[src/hdl/tgr_pkg.sv]
// shared types, codes and helpers of the touch gesture recogniser
// no dependencies; used by tgr_scan, tgr_mul, tgr_root and touch_gesture_recognizer
package tgr_pkg;

    localparam int CFG_IDX_W  = 3;
    localparam int CFG_DATA_W = 16;

    // configuration register indexes
    localparam logic [CFG_IDX_W-1:0] CFG_SWIPE_START = 3'd0;
    localparam logic [CFG_IDX_W-1:0] CFG_LONG_TIME   = 3'd1;
    localparam logic [CFG_IDX_W-1:0] CFG_DRAG_START  = 3'd2;
    localparam logic [CFG_IDX_W-1:0] CFG_NAV_HORIZ   = 3'd3;
    localparam logic [CFG_IDX_W-1:0] CFG_NAV_VERT    = 3'd4;
    localparam logic [CFG_IDX_W-1:0] CFG_SCALE_START = 3'd5;
    localparam logic [CFG_IDX_W-1:0] CFG_SCALE_FLOOR = 3'd6;
    localparam logic [CFG_IDX_W-1:0] CFG_SCALE_CEIL  = 3'd7;

    // item kinds
    localparam logic [1:0] FN_POINT  = 2'd0;
    localparam logic [1:0] FN_EMPTY  = 2'd1;
    localparam logic [1:0] FN_CANCEL = 2'd2;

    // gesture modes
    localparam logic [2:0] M_IDLE    = 3'd0;
    localparam logic [2:0] M_SINGLE  = 3'd1;
    localparam logic [2:0] M_SWIPE   = 3'd2;
    localparam logic [2:0] M_LONG    = 3'd3;
    localparam logic [2:0] M_DRAG    = 3'd4;
    localparam logic [2:0] M_TWOCAND = 3'd5;
    localparam logic [2:0] M_ZOOM    = 3'd6;
    localparam logic [2:0] M_CANCEL  = 3'd7;

    // actions
    localparam logic [2:0] A_NONE    = 3'd0;
    localparam logic [2:0] A_BEGIN   = 3'd1;
    localparam logic [2:0] A_UPDATE  = 3'd2;
    localparam logic [2:0] A_END     = 3'd3;
    localparam logic [2:0] A_BACK    = 3'd4;
    localparam logic [2:0] A_FORWARD = 3'd5;
    localparam logic [2:0] A_CANCEL  = 3'd6;

    // gesture flag bits
    localparam int FL_ELIG  = 0;
    localparam int FL_HORIZ = 1;
    localparam int FL_NAV   = 2;
    localparam int FL_AWAIT = 3;

    // frame reduction found bits
    localparam int SF_FIRST     = 0;
    localparam int SF_NEXT      = 1;
    localparam int SF_PRIM      = 2;
    localparam int SF_PRIMPRESS = 3;
    localparam int SF_OTHER     = 4;

    // frame reduction point slots
    localparam int SP_FIRST = 0;
    localparam int SP_NEXT  = 1;
    localparam int SP_PRIM  = 2;
    localparam int SP_OTHER = 3;

    localparam logic [15:0] ONE_Q12   = 16'd4096;
    localparam logic [32:0] SLOP_SQ   = 33'd4096;  // 64 squared

    typedef struct packed {
        logic [4:0]        found;
        logic [7:0]        id;
        logic [3:0][15:0]  x;
        logic [3:0][15:0]  y;
    } t_scan;

    // |b - a| of two signed 16 bit coordinates
    function automatic logic [15:0] f_absdiff(input logic [15:0] a, input logic [15:0] b);
        logic [16:0] d;
        logic [16:0] nd;
        d  = {b[15], b} - {a[15], a};
        nd = 17'd0 - d;
        return d[16] ? nd[15:0] : d[15:0];
    endfunction

    // b - a > 0 for signed 16 bit coordinates
    function automatic logic f_ahead(input logic [15:0] a, input logic [15:0] b);
        logic [16:0] d;
        d = {b[15], b} - {a[15], a};
        return !d[16] && (d != 17'd0);
    endfunction

endpackage

[src/hdl/tgr_mul.sv]
// shared 32 x 32 multiplier with registered product
// depends on tgr_pkg
module tgr_mul
    import tgr_pkg::*;
(
    input  logic        i_clk,
    input  logic [31:0] i_a,
    input  logic [31:0] i_b,
    output logic [63:0] o_prod
);

    logic [63:0] r_prod;

    always_ff @(posedge i_clk) begin
        r_prod <= {32'd0, i_a} * {32'd0, i_b};
    end

    assign o_prod = r_prod;

endmodule

[config.mk]
export PLATFORM = sky130hd
export DESIGN_NAME = tgr_mul
export DESIGN_NICKNAME = d
export VERILOG_FILES = /design/src/hdl/tgr_pkg.sv /design/src/hdl/tgr_mul.sv
export SDC_FILE = /design/constraint.sdc
export NUM_CORES = 2
export LEC_CHECK = 0
export ABC_AREA = 1
export BUFFER_PORTS_ARGS = -buffer_cell sky130_fd_sc_hd__buf_2
export CORE_ASPECT_RATIO = 1.25
export CORE_MARGIN = 1
export CORE_UTILIZATION = 26
export DETAILED_ROUTE_END_ITERATION = 10
export GPL_TIMING_DRIVEN = 0
export SLEW_MARGIN = 20
export SYNTH_ARGS = -nofsm -noshare
export SYNTH_HDL_FRONTEND = slang
export SYNTH_SLANG_ARGS = --single-unit
[constraint.sdc]
create_clock -name i_clk -period 11.4 [get_ports i_clk]
set_input_delay 1.14 -clock i_clk [delete_from_list [all_inputs] [get_ports i_clk]]
set_output_delay 1.14 -clock i_clk [all_outputs]
set_load 0.02 [all_outputs]
==> results.tsv <==
stage	metric	value	unit
die	DIE WIDTH	341	um
flow_run	MaxCap Viol Count	0	
synthesis	Post-synth EDFFs	0	
placed_design	dpl cells	7035	
grt	largest net degree at the start of global routing	13	
final_layout	max FFs per register	64	
route	vias per cell	4.47	
grt	vias in the first global route	33700	
timing	Final Max Tran Viols	0	
critical_path	CP arrival	8.76	ns
critical_path	CP delay by family, top	adder cells	
die	area of the core	0.143	mm^2
placed_design	Detail Placement HPWL	130	mm
synthesis	ys async rst share	0	
timing	RSZ-0062 raised after global routing	no	
final_layout	Seq. cell area	0.00128	mm^2
die	# IOs	129	
synthesis	prevailing post-synth register cell	dfxtp_1	
clock_tree	Clock Pin Slew Worst Setup and Hold Paths	0.06	ns
clock_tree	htree depth	3	
synthesis	Yosys cell types	23	
grt	initial antenna violation count	9	
placed_design	IO Port Bufs	128	
critical_path	buffer and inverter count on the worst path	6	
critical_path	Worst path slowest cell	clkbuf_1	
critical_path	CP endpoint kind	flop	
route	final antenna-violating net count	0	
route	drt pass-1 iters	6	
route	drc violations	0	
critical_path	Crit path top cell by count	fa_1	
clock_tree	CTS resizes	0	
final_layout	antenna cells	0	
final_layout	Layout Area Growth over Synthesis	8.83	%
synthesis	Yosys reg bits	64	
clock_tree	clk sink count	64	
synthesis	most frequent cell after synthesis	inv_1	
critical_path	WP data required	11.61	ns
synthesis	Mapped Cells	5023	
timing	sum of negative setup slack	0	ns
route	wire per inst	21.2	um
timing	Rel. slew slack	0.131	
clock_tree	CTS Buffer Depth	2	
synthesis	Seq/Total Area, Yosys	0.0343	
grt	Tot GR Track Use	0.210	
synthesis	Yosys top cell area share	0.480	
final_layout	fill cell count	15700	
clock_tree	TritonCTS Buffers	9	
hold_path	WHS Path Cells	3	
grt	first-pass GRT wire length	221	mm
timing	Final period util	0.750	
critical_path	CP cell instances	buf_2 > clkbuf_1 > nand2_1 > inv_1 > fa_1 > inv_1 > fa_1 > fa_1 > fa_1 > inv_1 > fa_1 > fa_1 > fa_1 > fa_1 > ha_1 > nand2_1 > nor2_1 > inv_1 > nor2_1 > a21oi_1 > nand2_2 > xor2_1	
critical_path	Largest stage delay, worst path	0.88	ns
critical_path	critical path type	primary input to flop	
grt	GRT overflow	0	
clock_tree	Post-CTS Setup Bufs	0	
hold_path	Endpoint, Worst Hold	o_prod[0]	
synthesis	Synth warnings	0	
timing	max frequency	0.117	GHz
timing	Worst Tran Pin Value	1.30	ns
die	num rows	155	
timing	Hold Vio Cnt, Final	0	
hold_path	HP Start	i_b[0]	
timing	setup violation total in the final timing report	0	
die	starting density of the core	0.262	
clock_tree	CTS tree	done	
clock_tree	CTS root buf	clkbuf_16	
die	Die Footprint	0.145	mm^2
synthesis	Mapped Avg Cell Area	7.45	um^2
route	total wire length	149	mm
critical_path	Critical Path Fanout Max	10	
synthesis	synth cell count leaders	inv_1, nand2_1, fa_1	
die	Die Y	426	um
final_layout	layout cells sized above 1	0.0435	
final_layout	nets@finish	6386	
status	status	finished, final reports clean	
synthesis	top post-synthesis cells by area	fa_1, inv_1, nand2_1, ha_1, dfxtp_1	
hold_path	Worst Hold Class	primary input to flop	
synthesis	largest area contributor in the netlist	fa_1	
final_layout	area of the multi-input gates	0.0289	mm^2
placed_design	GP Congestion	1.01	
timing	minimum clock period	8.55	ns
final_layout	Non-Filler Instances	7051	
critical_path	startpoint types	primary input	
route	Iter 0 DRT Violations	2586	
synthesis	Mapped Area	0.0374	mm^2
clock_tree	# hold bufs at CTS	0	
synthesis	Synth Net Count	6247	
route	DR vias	31500	
logic make-up (layout without fill, tap and decap cells):
logic type                 after synthesis  after routing  share of synthesized area
AOI/OAI and AO/OA                       57             57                    0.00853
and+or+nand+nor                       1781           1781                      0.188
buffers and inverters                 1927           2071                      0.193
xor gates and xnor gates                35             35                    0.00820
adders and majority gates             1159           1159                      0.568
DFF                                     64             64                     0.0343
layer usage:
metal | global-route usage | routed length (um) | vias up
li1 | - | - | 13900
met1 | 0.246 | 54000 | 15700
met2 | 0.354 | 70100 | 1524
met3 | 0.0406 | 13800 | 373
met4 | 0.131 | 11400 | 10
met5 | 0 | 71 | -
through the flow:
stage | hold WS (ns) | utilization | area [um^2] | setup WS [ns]
final | 1.09 | 0.285 | 40700 | 2.85
after global routing | 1.11 | 0.285 | 40700 | 2.69
after CTS | 1.10 | 0.285 | 40700 | 2.88
after detailed placement | 1.47 | 0.283 | 40400 | 2.53
after global placement | 1.46 | 0.283 | 40400 | 2.42
after floorplan | 1.24 | - | 37400 | 4.45
how the worst max path moves through the flow:
stage | startpoint | end | slack (ns) | depth (start not counted)
after floorplan | i_a[25] | o_prod[60] | 4.45 | 26
after global placement | i_a[7] | o_prod[31] | 2.42 | 22
after detailed placement | i_b[13] | o_prod[31] | 2.53 | 22
after CTS | i_b[13] | o_prod[31] | 2.88 | 22
after global routing | i_a[25] | o_prod[34] | 2.69 | 26
final | i_a[22] | o_prod[31] | 2.85 | 22
cell type report:
type | instances | share of cell area
repair buffers | 128 | 0.0157
flip-flops and latches | 64 | 0.0315
inverters | 1735 | 0.160
well taps | 1884 | 0.0579
clock buffers | 10 | 0.00587
multi-input cells | 3032 | 0.710
plain buffers | 192 | 0.0182
clock inverters | 6 | 0.00105
cell usage in the layout, fill, tap and decap left out, types with 15 or more instances in the layout:
master | netlist | routed
xor2_1 | 33 | 33
a21oi_1 | 43 | 43
nor2_1 | 81 | 81
buf_2 | 0 | 128
clkbuf_1 | 192 | 175
inv_1 | 1723 | 1723
ha_1 | 263 | 263
clkbuf_2 | 0 | 17
dfxtp_1 | 64 | 64
fa_1 | 896 | 896
nand3_1 | 56 | 56
nand2_2 | 15 | 15
nand4_1 | 16 | 16
nand2_1 | 1566 | 1566
Power is left out: the tool's default activity adds up to more than one toggle a clock period on the data nets, which glitch-free logic cannot reach.
