### src/hdl/tgr_pkg.sv
// shared types, codes and helpers of the touch gesture recogniser
// no dependencies; used by tgr_scan, tgr_mul, tgr_root and touch_gesture_recognizer
package tgr_pkg;

    localparam int CFG_IDX_W  = 3;
    localparam int CFG_DATA_W = 16;

    // configuration register indexes
    localparam logic [CFG_IDX_W-1:0] CFG_SWIPE_START = 3'd0;
    localparam logic [CFG_IDX_W-1:0] CFG_LONG_TIME   = 3'd1;
    localparam logic [CFG_IDX_W-1:0] CFG_DRAG_START  = 3'd2;
    localparam logic [CFG_IDX_W-1:0] CFG_NAV_HORIZ   = 3'd3;
    localparam logic [CFG_IDX_W-1:0] CFG_NAV_VERT    = 3'd4;
    localparam logic [CFG_IDX_W-1:0] CFG_SCALE_START = 3'd5;
    localparam logic [CFG_IDX_W-1:0] CFG_SCALE_FLOOR = 3'd6;
    localparam logic [CFG_IDX_W-1:0] CFG_SCALE_CEIL  = 3'd7;

    // item kinds
    localparam logic [1:0] FN_POINT  = 2'd0;
    localparam logic [1:0] FN_EMPTY  = 2'd1;
    localparam logic [1:0] FN_CANCEL = 2'd2;

    // gesture modes
    localparam logic [2:0] M_IDLE    = 3'd0;
    localparam logic [2:0] M_SINGLE  = 3'd1;
    localparam logic [2:0] M_SWIPE   = 3'd2;
    localparam logic [2:0] M_LONG    = 3'd3;
    localparam logic [2:0] M_DRAG    = 3'd4;
    localparam logic [2:0] M_TWOCAND = 3'd5;
    localparam logic [2:0] M_ZOOM    = 3'd6;
    localparam logic [2:0] M_CANCEL  = 3'd7;

    // actions
    localparam logic [2:0] A_NONE    = 3'd0;
    localparam logic [2:0] A_BEGIN   = 3'd1;
    localparam logic [2:0] A_UPDATE  = 3'd2;
    localparam logic [2:0] A_END     = 3'd3;
    localparam logic [2:0] A_BACK    = 3'd4;
    localparam logic [2:0] A_FORWARD = 3'd5;
    localparam logic [2:0] A_CANCEL  = 3'd6;

    // gesture flag bits
    localparam int FL_ELIG  = 0;
    localparam int FL_HORIZ = 1;
    localparam int FL_NAV   = 2;
    localparam int FL_AWAIT = 3;

    // frame reduction found bits
    localparam int SF_FIRST     = 0;
    localparam int SF_NEXT      = 1;
    localparam int SF_PRIM      = 2;
    localparam int SF_PRIMPRESS = 3;
    localparam int SF_OTHER     = 4;

    // frame reduction point slots
    localparam int SP_FIRST = 0;
    localparam int SP_NEXT  = 1;
    localparam int SP_PRIM  = 2;
    localparam int SP_OTHER = 3;

    localparam logic [15:0] ONE_Q12   = 16'd4096;
    localparam logic [32:0] SLOP_SQ   = 33'd4096;  // 64 squared

    typedef struct packed {
        logic [4:0]        found;
        logic [7:0]        id;
        logic [3:0][15:0]  x;
        logic [3:0][15:0]  y;
    } t_scan;

    // |b - a| of two signed 16 bit coordinates
    function automatic logic [15:0] f_absdiff(input logic [15:0] a, input logic [15:0] b);
        logic [16:0] d;
        logic [16:0] nd;
        d  = {b[15], b} - {a[15], a};
        nd = 17'd0 - d;
        return d[16] ? nd[15:0] : d[15:0];
    endfunction

    // b - a > 0 for signed 16 bit coordinates
    function automatic logic f_ahead(input logic [15:0] a, input logic [15:0] b);
        logic [16:0] d;
        d = {b[15], b} - {a[15], a};
        return !d[16] && (d != 17'd0);
    endfunction

endpackage

### src/hdl/tgr_root.sv
// zoom root unit: floor(sqrt((num << 24) / den)), saturated to 16 bits
// one quotient bit per cycle, then one root bit per cycle; depends on tgr_pkg
module tgr_root
    import tgr_pkg::*;
(
    input  logic        i_clk,
    input  logic        i_rst_n,
    input  logic        i_start,
    input  logic [32:0] i_num,
    input  logic [32:0] i_den,
    output logic        o_done,
    output logic [15:0] o_root
);

    localparam logic [1:0] P_IDLE = 2'd0;
    localparam logic [1:0] P_DIV  = 2'd1;
    localparam logic [1:0] P_SQRT = 2'd2;

    logic [1:0]  r_phase, n_phase;
    logic [4:0]  r_cnt, n_cnt;
    logic [32:0] r_rem, n_rem;
    logic [32:0] r_den, n_den;
    logic [31:0] r_low, n_low;
    logic [31:0] r_q, n_q;
    logic [31:0] r_n, n_n;
    logic [31:0] r_res, n_res;
    logic [31:0] r_bit, n_bit;
    logic        r_done, n_done;

    logic [33:0] rem_sh;
    logic [33:0] rem_sub;
    logic [31:0] q_next;
    logic [32:0] sq_sum;
    logic [40:0] den_sh;

    assign rem_sh  = {r_rem, r_low[31]};
    assign rem_sub = rem_sh - {1'b0, r_den};
    assign q_next  = {r_q[30:0], !rem_sub[33]};
    assign sq_sum  = {1'b0, r_res} + {1'b0, r_bit};
    assign den_sh  = {i_den, 8'd0};

    always_comb begin
        n_phase = r_phase;
        n_cnt   = r_cnt;
        n_rem   = r_rem;
        n_den   = r_den;
        n_low   = r_low;
        n_q     = r_q;
        n_n     = r_n;
        n_res   = r_res;
        n_bit   = r_bit;
        n_done  = 1'b0;
        unique case (r_phase)
            P_IDLE: begin
                if (i_start) begin
                    n_den = i_den;
                    n_rem = {8'd0, i_num[32:8]};
                    n_low = {i_num[7:0], 24'd0};
                    n_q   = '0;
                    n_res = '0;
                    n_bit = 32'h4000_0000;
                    // quotient of 2^32 or more: every root above the ceiling acts alike
                    if ({8'd0, i_num} >= den_sh) begin
                        n_n     = '1;
                        n_cnt   = 5'd15;
                        n_phase = P_SQRT;
                    end else begin
                        n_cnt   = 5'd31;
                        n_phase = P_DIV;
                    end
                end
            end
            P_DIV: begin
                n_rem = rem_sub[33] ? rem_sh[32:0] : rem_sub[32:0];
                n_low = {r_low[30:0], 1'b0};
                n_q   = q_next;
                if (r_cnt == 5'd0) begin
                    n_n     = q_next;
                    n_cnt   = 5'd15;
                    n_phase = P_SQRT;
                end else begin
                    n_cnt = r_cnt - 5'd1;
                end
            end
            P_SQRT: begin
                if ({1'b0, r_n} >= sq_sum) begin
                    n_n   = r_n - sq_sum[31:0];
                    n_res = (r_res >> 1) + r_bit;
                end else begin
                    n_res = r_res >> 1;
                end
                n_bit = r_bit >> 2;
                if (r_cnt == 5'd0) begin
                    n_done  = 1'b1;
                    n_phase = P_IDLE;
                end else begin
                    n_cnt = r_cnt - 5'd1;
                end
            end
            default: n_phase = P_IDLE;
        endcase
    end

    always_ff @(posedge i_clk) begin
        r_cnt <= n_cnt;
        r_rem <= n_rem;
        r_den <= n_den;
        r_low <= n_low;
        r_q   <= n_q;
        r_n   <= n_n;
        r_res <= n_res;
        r_bit <= n_bit;
        if (!i_rst_n) begin
            r_phase <= P_IDLE;
            r_done  <= 1'b0;
        end else begin
            r_phase <= n_phase;
            r_done  <= n_done;
        end
    end

    assign o_done = r_done;
    assign o_root = r_res[15:0];

endmodule

### config.mk
export PLATFORM = sky130hd
export DESIGN_NAME = tgr_root
export DESIGN_NICKNAME = d
export VERILOG_FILES = /design/src/hdl/tgr_pkg.sv /design/src/hdl/tgr_root.sv
export SDC_FILE = /design/constraint.sdc
export NUM_CORES = 1
export LEC_CHECK = 0
export BUFFER_PORTS_ARGS = -buffer_cell sky130_fd_sc_hd__buf_2
export CAP_MARGIN = 20
export CORE_MARGIN = 2
export CORE_UTILIZATION = 45
export DETAILED_ROUTE_END_ITERATION = 16
export PLACE_DENSITY_LB_ADDON = 0.15
export SETUP_SLACK_MARGIN = 0.3
export SYNTH_ARGS = -nofsm -noshare
export SYNTH_HDL_FRONTEND = slang
export SYNTH_SLANG_ARGS = --single-unit
### constraint.sdc
create_clock -name i_clk -period 13.6 [get_ports i_clk]
set_clock_uncertainty 0.05 [all_clocks]
set_input_delay 1.36 -clock i_clk [delete_from_list [all_inputs] [get_ports i_clk]]
set_output_delay 1.36 -clock i_clk [all_outputs]
set_load 0.02 [all_outputs]
==> out/qor.yml <==
placed_area_um2: 14730
ys.warnings.count: 0
vdd_ir_drop_max_mv: 0.1480
cp_cell_sequence: "ha_1, nand2_1, or3_1, o211ai_1, a21oi_1, o21ai_1, a21o_1, a31o_2, nor4bb_1, nor3_1, ha_1, inv_2, or3_1, or4_1, a31o_1, a221o_2, a211oi_4, buf_4"
rsz0062_at_grt: "false"
crit_slowest_cell: "a211oi_4"
yosysUniqueCellTypes: 69
hpwl_um: 23660
drtPass1Iterations: 5
finalSetupViolCount: 0
holdBufCountCts: 0
instances_no_fill: 1880
cp_data_arrival_time_ps: 6600
crit_path_start_kind: "flop"
finalPower_mw: 4.286
finish.utilization_pct: 50.31
hold_class: "flop to flop"
synthCells: 1414
syn-num-nets: 1614
io_pins: 86
cts_tree: "yes"
n_antenna_cell: 0
finalHoldViolCount: 0
gr-usage-met1_pct: 27.72
overflow: 0
routed_wl_um: 32740
dp.cells: 1846
drt_iter0_drc: 671
area.growth.synth_to_final_pct: 10.27
crit_required_ps: 13670
num_rows: 64
clock_latency_ps: 450
drive_above_1_share_pct: 10.31
htree_num_levels: 4
crit_type: "flop to flop"
stdcell_area_um2: 15390
maxCapViolations: 0
synthAdderAreaFrac_pct: 11.85
core_um2: 30590
root_buffer: "clkbuf_16"
cts.repair.resized: 0
worst_slew_pin_slew_ps: 893.9
fmax_mhz: 153.0
met3_usage_pct: 3.496
synth-async-reset-ratio_pct: 0
p_leak_nw: 6.398
ys_top_cells_by_area: "edfxtp_1 41%, ha_1 12%, xnor2_1 3.6%"
hold_path_end: "r_q[28]"
endpoint_kind: "flop"
yosysSeqAreaShare_pct: 41.31
finalCritPeriodShare_pct: 48.07
r2r_slack_ps: 7060
powerDensity_nw_per_um2: 278.5
synth_top_family_by_area: "compound AO/OA/AOI/OAI gates"
grt_busiest_layer: "met2"
synth.largest_area_cell: "edfxtp_1"
postRouteAntennaNets: 0
ys.flop_type: "edfxtp_1"
maxSlewViolCount: 0
dieHeight_um: 180.1
synth_area_um2: 13960
muxShareOfSynthArea_pct: 3.945
synth_top_area_share_pct: 40.88
worstPathMaxFanout: 18
postCtsSetupRepairBufs: 0
synth_compound_area_share_pct: 18.39
start_util_pct: 45.62
hold_depth: 2
antenna_found_initial: 1
synth_xor_area_share_pct: 5.523
use_met2_pct: 33.79
routed-via-count: 10614
first_global_vias: 10611
portBuffers: 85
die_x_um: 180.1
nNetsFinal: 1671
place_congestion: 0.8540
avgSynthCellArea_um2: 9.870
cts_buffers: 17
reg2reg_from: "r_res[10]"
grt_pass1_wl_um: 54210
rr_endpoint: "r_n[15]"
hp-start: "r_q[27]"
outcome: "finished clean"
ctsLongestPathBuffers: 2
relSlewSlack_pct: 40.22
clock_sinks: 193
grt_usage_pct: 20.44
min_period_ps: 6538
clk_pin_slew_ps: 80
fp.dieArea_um2: 32440
synthSimpleGateAreaFrac_pct: 14.14
ys_seq_elements: 193
rr_worst_depth: 18
vias_per_cell: 5.646
remaining_drc_errors: 0
synth_edf_count: 190
fin_tns_setup_ps: 0
wl_per_cell_um: 17.41
slowest_delay_ps: 820
grt_max_degree: 58
[worst max path at each step]
stage	start	to	slack, ps	depth (start not counted)
final	r_res[10]	r_n[15]	7060	18
after CTS	r_res[6]	r_n[27]	6670	18
after global placement	r_res[6]	r_n[26]	6790	18
after global routing	r_res[8]	r_n[15]	6660	18
after floorplan	r_res[10]	r_n[0]	6090	19
after detailed placement	r_res[6]	r_n[15]	6730	18
[critical path: cells and delay by family (launching register included)]
family	cells	cell delay, ps
adders and majority gates	2	790
buffers and inverters	2	480
DFF	1	500
AOI/OAI and AO/OA	8	2570
and+or+nand+nor	6	1800
[cell type report]
class,count,area [um2]
clock buffer,20,436.7
clock inverter,12,180.2
fill,2851,15200
inverter,103,386.6
multi-input combinational,1059,7585
sequential,193,5766
tap,396,495.5
timing repair buffer,97,540.5
[logic make-up after synthesis]
logic type / after synthesis
XOR/XNOR: 88
buffers and inverters: 162
AO/OA/AOI/OAI: 391
multiplexers: 54
adder cells (fa/ha/maj): 131
AND/OR/NAND/NOR: 395
flip-flops: 193
[placed cells by master, fill, tap and decap left out, types with 24 or more instances in the layout]
cell | netlist | final
nor2_1 | 102 | 102
buf_2 | 6 | 85
a21o_1 | 41 | 41
and2_1 | 50 | 50
edfxtp_1 | 190 | 190
a31oi_1 | 29 | 29
ha_1 | 129 | 127
a21oi_1 | 101 | 101
nand2_1 | 91 | 91
xor2_1 | 30 | 29
mux2i_1 | 46 | 46
or3_1 | 24 | 24
inv_1 | 101 | 101
o21ai_0 | 73 | 71
xnor2_1 | 58 | 58
[report_power, final]
group          internal [mW]  switching, mW  total, mW
Sequential             0.982          0.140       1.12
Clock                  0.310          0.238      0.547
Combinational           1.05           1.56       2.62
[flip-flops by register name (all words and copies together) (netlist names)]
signal and cells:
o_done 1, r_q 31, r_res 32, r_bit 16
r_cnt 5, r_phase 2, r_den 33, r_low 8
r_n 32, r_rem 33
[metrics by stage]
stage	worst slack, ps	hold WS [ps]
final	7062	474.3
after global routing	6661	519.5
after CTS	6674	483.0
after detailed placement	6732	479.9
after global placement	6786	474.3
after floorplan	6090	445.4
[metal layers]
layer | vias up | part of all wire, % | wire length [um]
li1 | 5336 | - | -
met1 | 5054 | 49 | 15910
met2 | 190 | 46 | 15130
met3 | 32 | 3.7 | 1208
met4 | 2 | 1.5 | 478
met5 | - | 0.046 | 15
[cells in the mapped netlist (all sizes together), types with 4 or more instances]
cell     number
edfxtp      190
ha          129
inv         102
nor2        102
a21oi       101
nand2        92
o21ai        75
xnor2        58
and2         50
mux2i        46
a21o         41
clkbuf       34
xor2         30
a31oi        29
buf          25
or3          24
nand3        23
nand2b       22
o21a         19
nor2b        18
a211o        16
nand4        15
nor3         15
o21bai       14
a211oi       13
a21boi       11
and3         10
a31o          9
a311o         8
mux2          8
nor4          7
o22ai         6
o311ai        6
o31ai         6
o211ai        5
o221ai        5
a41o          4
o2111ai       4
(Power assumes the default switching activity.)
