**src/hdl/tgr_pkg.sv**
```systemverilog
// shared types, codes and helpers of the touch gesture recogniser
// no dependencies; used by tgr_scan, tgr_mul, tgr_root and touch_gesture_recognizer
package tgr_pkg;

    localparam int CFG_IDX_W  = 3;
    localparam int CFG_DATA_W = 16;

    // configuration register indexes
    localparam logic [CFG_IDX_W-1:0] CFG_SWIPE_START = 3'd0;
    localparam logic [CFG_IDX_W-1:0] CFG_LONG_TIME   = 3'd1;
    localparam logic [CFG_IDX_W-1:0] CFG_DRAG_START  = 3'd2;
    localparam logic [CFG_IDX_W-1:0] CFG_NAV_HORIZ   = 3'd3;
    localparam logic [CFG_IDX_W-1:0] CFG_NAV_VERT    = 3'd4;
    localparam logic [CFG_IDX_W-1:0] CFG_SCALE_START = 3'd5;
    localparam logic [CFG_IDX_W-1:0] CFG_SCALE_FLOOR = 3'd6;
    localparam logic [CFG_IDX_W-1:0] CFG_SCALE_CEIL  = 3'd7;

    // item kinds
    localparam logic [1:0] FN_POINT  = 2'd0;
    localparam logic [1:0] FN_EMPTY  = 2'd1;
    localparam logic [1:0] FN_CANCEL = 2'd2;

    // gesture modes
    localparam logic [2:0] M_IDLE    = 3'd0;
    localparam logic [2:0] M_SINGLE  = 3'd1;
    localparam logic [2:0] M_SWIPE   = 3'd2;
    localparam logic [2:0] M_LONG    = 3'd3;
    localparam logic [2:0] M_DRAG    = 3'd4;
    localparam logic [2:0] M_TWOCAND = 3'd5;
    localparam logic [2:0] M_ZOOM    = 3'd6;
    localparam logic [2:0] M_CANCEL  = 3'd7;

    // actions
    localparam logic [2:0] A_NONE    = 3'd0;
    localparam logic [2:0] A_BEGIN   = 3'd1;
    localparam logic [2:0] A_UPDATE  = 3'd2;
    localparam logic [2:0] A_END     = 3'd3;
    localparam logic [2:0] A_BACK    = 3'd4;
    localparam logic [2:0] A_FORWARD = 3'd5;
    localparam logic [2:0] A_CANCEL  = 3'd6;

    // gesture flag bits
    localparam int FL_ELIG  = 0;
    localparam int FL_HORIZ = 1;
    localparam int FL_NAV   = 2;
    localparam int FL_AWAIT = 3;

    // frame reduction found bits
    localparam int SF_FIRST     = 0;
    localparam int SF_NEXT      = 1;
    localparam int SF_PRIM      = 2;
    localparam int SF_PRIMPRESS = 3;
    localparam int SF_OTHER     = 4;

    // frame reduction point slots
    localparam int SP_FIRST = 0;
    localparam int SP_NEXT  = 1;
    localparam int SP_PRIM  = 2;
    localparam int SP_OTHER = 3;

    localparam logic [15:0] ONE_Q12   = 16'd4096;
    localparam logic [32:0] SLOP_SQ   = 33'd4096;  // 64 squared

    typedef struct packed {
        logic [4:0]        found;
        logic [7:0]        id;
        logic [3:0][15:0]  x;
        logic [3:0][15:0]  y;
    } t_scan;

    // |b - a| of two signed 16 bit coordinates
    function automatic logic [15:0] f_absdiff(input logic [15:0] a, input logic [15:0] b);
        logic [16:0] d;
        logic [16:0] nd;
        d  = {b[15], b} - {a[15], a};
        nd = 17'd0 - d;
        return d[16] ? nd[15:0] : d[15:0];
    endfunction

    // b - a > 0 for signed 16 bit coordinates
    function automatic logic f_ahead(input logic [15:0] a, input logic [15:0] b);
        logic [16:0] d;
        d = {b[15], b} - {a[15], a};
        return !d[16] && (d != 17'd0);
    endfunction

endpackage

```
**src/hdl/tgr_scan.sv**
```systemverilog
// frame reduction: keeps first, next and other pressed points and the primary point of a frame
// depends on tgr_pkg
module tgr_scan
    import tgr_pkg::*;
(
    input  logic        i_clk,
    input  logic        i_rst_n,
    input  logic        i_upd,
    input  logic        i_clr,
    input  logic [7:0]  i_primary,
    input  logic [7:0]  i_id,
    input  logic        i_pressed,
    input  logic [15:0] i_x,
    input  logic [15:0] i_y,
    output t_scan       o_scan
);

    t_scan r_scan;
    t_scan n_scan;

    always_comb begin
        n_scan = r_scan;
        if (i_clr) begin
            n_scan.found = '0;
            n_scan.id    = '0;
        end else if (i_upd) begin
            if (i_pressed) begin
                if (!r_scan.found[SF_FIRST]) begin
                    n_scan.found[SF_FIRST] = 1'b1;
                    n_scan.id              = i_id;
                    n_scan.x[SP_FIRST]     = i_x;
                    n_scan.y[SP_FIRST]     = i_y;
                end else if (!r_scan.found[SF_NEXT]) begin
                    n_scan.found[SF_NEXT] = 1'b1;
                    n_scan.x[SP_NEXT]     = i_x;
                    n_scan.y[SP_NEXT]     = i_y;
                end
            end
            if (i_id == i_primary && !r_scan.found[SF_PRIM]) begin
                n_scan.found[SF_PRIM]      = 1'b1;
                n_scan.found[SF_PRIMPRESS] = i_pressed;
                n_scan.x[SP_PRIM]          = i_x;
                n_scan.y[SP_PRIM]          = i_y;
            end
            if (i_pressed && i_id != i_primary && !r_scan.found[SF_OTHER]) begin
                n_scan.found[SF_OTHER] = 1'b1;
                n_scan.x[SP_OTHER]     = i_x;
                n_scan.y[SP_OTHER]     = i_y;
            end
        end
    end

    always_ff @(posedge i_clk) begin
        r_scan.x <= n_scan.x;
        r_scan.y <= n_scan.y;
        if (!i_rst_n) begin
            r_scan.found <= '0;
            r_scan.id    <= '0;
        end else begin
            r_scan.found <= n_scan.found;
            r_scan.id    <= n_scan.id;
        end
    end

    assign o_scan = r_scan;

endmodule

```
**config.mk**
```make
export PLATFORM = sky130hd
export DESIGN_NAME = tgr_scan
export DESIGN_NICKNAME = d
export VERILOG_FILES = /design/src/hdl/tgr_pkg.sv /design/src/hdl/tgr_scan.sv
export SDC_FILE = /design/constraint.sdc
export NUM_CORES = 1
export LEC_CHECK = 0
export BUFFER_PORTS_ARGS = -buffer_cell sky130_fd_sc_hd__buf_2
export CAP_MARGIN = 20
export CORE_UTILIZATION = 45
export CTS_CLUSTER_SIZE = 10
export DETAILED_ROUTE_END_ITERATION = 8
export PLACE_DENSITY = 0.8
export SYNTH_ARGS = -nofsm -noshare
export SYNTH_HDL_FRONTEND = slang
export SYNTH_SLANG_ARGS = --single-unit
```
**constraint.sdc**
```tcl
create_clock -name i_clk -period 18 [get_ports i_clk]
set_clock_uncertainty 0.05 [all_clocks]
set_input_delay 3.6 -clock i_clk [delete_from_list [all_inputs] [get_ports i_clk]]
set_output_delay 3.6 -clock i_clk [all_outputs]
set_load 0.02 [all_outputs]
```
==> results.md <==
- The via count of the first global-routing pass is 2,359.
- After clock tree synthesis, the clock-pin slew on the worst setup and hold paths is 0.06 ns.
- The routed design has 8660 microns of wire.
- The critical path goes through buf_2 -> xor2_1 -> nor4_2 -> nand3_1 -> nor3_2 -> buf_4.
- The final count of hold timing violations was 0.
- Of the total synthesized cell area, the portion taken by AND, OR, NAND and NOR gates is 0.0257.
- The share of total power dissipated in sequential elements is 0.496.
- Measured against the total synthesized area, the mux share comes to 0.0180.
- The pre-CTS setup slack is 12.31 ns.
- Clock tree synthesis selected as its root buffer the cell sky130_fd_sc_hd__clkbuf_8.
- The overall die height is 101 microns.
- The total placed instance area is 0.00561 sq mm.
- The period utilization is 0.287.
- The Yosys step of the flow raised 0 warnings.
- STA classifies the critical path startpoint as an input pin.
- The areal power density over the cells is 118 mW/mm^2.
- The gate count after technology mapping is 190.
- The worst register-to-register path has a setup slack of 15.96 ns.
- The final routed wire length divided by cell count is 15.9 microns.
- The first global-routing pass estimated 12,100 microns of wire.
- The completed layout was analyzed and its total power is 735 uW.
- Of the cells placed in the final design, the portion with a size suffix greater than 1 is 0.566.
- The largest single stage delay on the critical path is 0.59 ns.
- Of the synthesized area, sequential elements account for 0.925.
- After routing, the total negative slack on setup checks comes to 0 ns.
- The most common library cell in the layout ignoring fill and taps is sky130_fd_sc_hd__buf_2.
- In the layout the commonest cells are sky130_fd_sc_hd__buf_2 (193), sky130_fd_sc_hd__edfxtp_1 (128), sky130_fd_sc_hd__clkbuf_16 (16).
- The later-pin clock latency in the skew report is 0.51 ns.
- Of all cell types, the one taking the most synthesized area is sky130_fd_sc_hd__edfxtp_1.
- The initial cell density of the core is 0.471.
- At the worst endpoint, the arrival time is 5.27 ns.
- The core region is 0.00942 sq mm.
- The tightest min-delay check is of the reg -> reg type.
- The worst pin sits at a relative slew slack of 0.341.
- The design area is 0.00621 sq mm.
- The CTS sink count is 141.
- The internal portion of the total power is 589 uW.
- The main combinational cell family by area after synthesis is simple AND/OR/NAND/NOR gates.
- Of the post-synthesis cell area, the dominant cell type holds 0.866.
- The number of buffers created by CTS is 17.
- The die is 101 microns wide.
- The post-detailed-route DRC marker count is 0.
- In this run the worst path has a maximum fanout of 32.
- The critical path is of the in -> reg type.
- Setup repair after global routing left no endpoint under its margin.
- Of the total power, the share spent switching nets is 0.199.
- STA classifies the critical path endpoint as a register.
- The post-cts gate resize count is 0.
- 194 I/O pins were placed.
- The flow ran to the end, and the final reports show no timing, DRC or antenna violations.
- The H-tree was split into 4 levels.
- From synthesis to final layout, the design area changed by 39.9%.
- The half-perimeter wire length of the detailed placement result is 5810 microns.
- After filler insertion, the fill cell instance count of the layout stands at 662.
- Buffers added to address setup during post-CTS repair amount to 0.
- Yosys attributes the largest share of cell area to sky130_fd_sc_hd__edfxtp_1 (87%), sky130_fd_sc_hd__dfxtp_1 (5.9%), sky130_fd_sc_hd__mux2i_1 (1.8%).
- The number of different library cells in the post-synthesis netlist is 22.
- Summed over all cells, the static leakage comes to 0.00249 uW.
- The share of the synthesized netlist area taken by xor and xnor gates is 0.0158.
- Entering global routing, the biggest net connects 33 pins.
- The fraction of the mapped netlist area in adder cells is 0.
- In this run, placement finished with an instance count of 514.
- At the pin with the least slew margin, the transition time is 0.986 ns.
- The overall global routing resource usage is 0.169.
- The via count normalized by instance count is 4.73.
- The max-cap check violation count is 0.
- The final-report setup violation count is 0.
- The placer's final routability congestion estimate is 0.753.
- Port buffering added 193 buffers.
- The share of total power dissipated in the clock network is 0.466.
- The final worst slack is 12.84 ns.
- After synthesis the cells add up to 0.00444 sq mm.
- The critical path contains buffers and inverters numbering 2 combined.
- TritonCTS built the clock tree.
- The number of hold buffers added after CTS was 0.
- The number of pins exceeding their max-slew limit in the final report was 0.
- For this run the aggregate overflow at the end of global routing stands at 0.
- Summing over every cut layer, the via total after detailed routing is 2,582.
- In this run the remaining antenna-violating nets after routing total 0.
- The synthesized-area fraction occupied by ao, oa, aoi and oai cells is 0.0121.
- Summed over all nets, the switching power comes to 146 uW.
- The largest buffer count on any clock path is 2.
- The number of flip-flops under the largest register name is 141.
- The clock period could shrink to 5.16 ns.
- The logic gate share of total power is 0.039.
- The number of nets in the synthesized netlist is 243.
- The cell with the biggest individual delay on the critical path is sky130_fd_sc_hd__nor4_2.
- For this run, the detailed router's first-pass iteration total came to 4.
- The number of antenna violations at the first check in global routing is 0.
- The worst path required time is 18.10 ns.
- The maximum frequency from static timing analysis is 194 MHz.
- In this run, the number of DRC markers left after iteration 0 of detailed routing was 51.
- The peak supply drop is 0.0575 mV.
- The count of non-filler cells in the finished layout is 546.
- The register bit total from synthesis is 141.
- The full die area is 0.0103 sq mm.
- After floorplanning, the core was divided into 35 placement rows.
- The cell family contributing the most delay on the critical path is simple AND/OR/NAND/NOR gates.
- The synthesized area per cell is 23.4 sq um.
- The final layout contains 457 nets.
- 0 antenna diodes ended up in the layout.
[worst min-delay path: stages (launching register included)]
cell	delay, ns
sky130_fd_sc_hd__dfxtp_1	0.32
sky130_fd_sc_hd__mux2i_1	0.07
sky130_fd_sc_hd__nor2_1	0.08
[power groups by stage]
stage	logic (uW)	clock network [uW]	registers [uW]
global placement	27.7	0	371
floorplan	6.18	0	378
global route	30.6	362	365
CTS	28.8	349	365
finish	28.5	342	364
detailed placement	28.8	0	371
[through the flow]
| step | hold slack [ns] | util |
|---|---|---|
| floorplan | 0.496 | - |
| global placement | 0.426 | 0.596 |
| CTS | 0.457 | 0.659 |
| finish | 0.456 | 0.659 |
| global route | 0.475 | 0.659 |
| detailed placement | 0.437 | 0.596 |
[cells by family (layout without fill, tap and decap cells)]
kind of cell	after synthesis	after routing
AO/OA/AOI/OAI	8	8
XOR/XNOR	8	8
buffers and inverters	4	231
flip-flops	141	141
multiplexers	8	8
AND/OR/NAND/NOR	21	21
[cell type report]
type	instances	area, sq um	share of cell area
clock inverters	12	161	0.0260
well taps	129	161	0.0260
repair buffers	197	996	0.160
clock buffers	20	435	0.0701
flip-flops and latches	141	4100	0.661
multi-input cells	45	343	0.0552
inverters	2	7.51	0.00121
[synth_stat cells]
master	number
sky130_fd_sc_hd__buf_2	1
sky130_fd_sc_hd__nand3_1	1
sky130_fd_sc_hd__nor2b_1	1
sky130_fd_sc_hd__a21oi_1	4
sky130_fd_sc_hd__xor2_1	8
sky130_fd_sc_hd__a31oi_1	1
sky130_fd_sc_hd__or2_2	1
sky130_fd_sc_hd__inv_1	2
sky130_fd_sc_hd__nor4_2	2
sky130_fd_sc_hd__nor2_1	11
sky130_fd_sc_hd__nand4_1	1
sky130_fd_sc_hd__nand2_1	1
sky130_fd_sc_hd__clkbuf_1	1
sky130_fd_sc_hd__dfxtp_1	13
sky130_fd_sc_hd__nand2b_1	1
sky130_fd_sc_hd__nor4b_1	1
sky130_fd_sc_hd__o21ba_2	1
sky130_fd_sc_hd__a2111oi_0	1
sky130_fd_sc_hd__a31o_2	1
sky130_fd_sc_hd__mux2i_1	8
sky130_fd_sc_hd__edfxtp_1	128
sky130_fd_sc_hd__nor3_1	1
[metal layers]
metal  routed length (microns)  up-vias  part of all wire  track usage
met5                         0        -                 0            0
met4                       109        0             0.013       0.0836
met3                       667       15             0.077       0.0676
met2                      4580      140              0.53        0.294
met1                      3300     1253              0.38        0.178
li1                          -     1174                 -            -
[worst paths after layout]
check / startpoint / end / cells past startpoint
min: o_scan[131] / o_scan[131] / 2
min reg2reg: o_scan[131] / o_scan[131] / 2
max reg2reg: o_scan[136] / o_scan[9] / 2
max: i_id[5] / o_scan[41] / 6
Note: power is estimated with default switching activity, not from simulation.
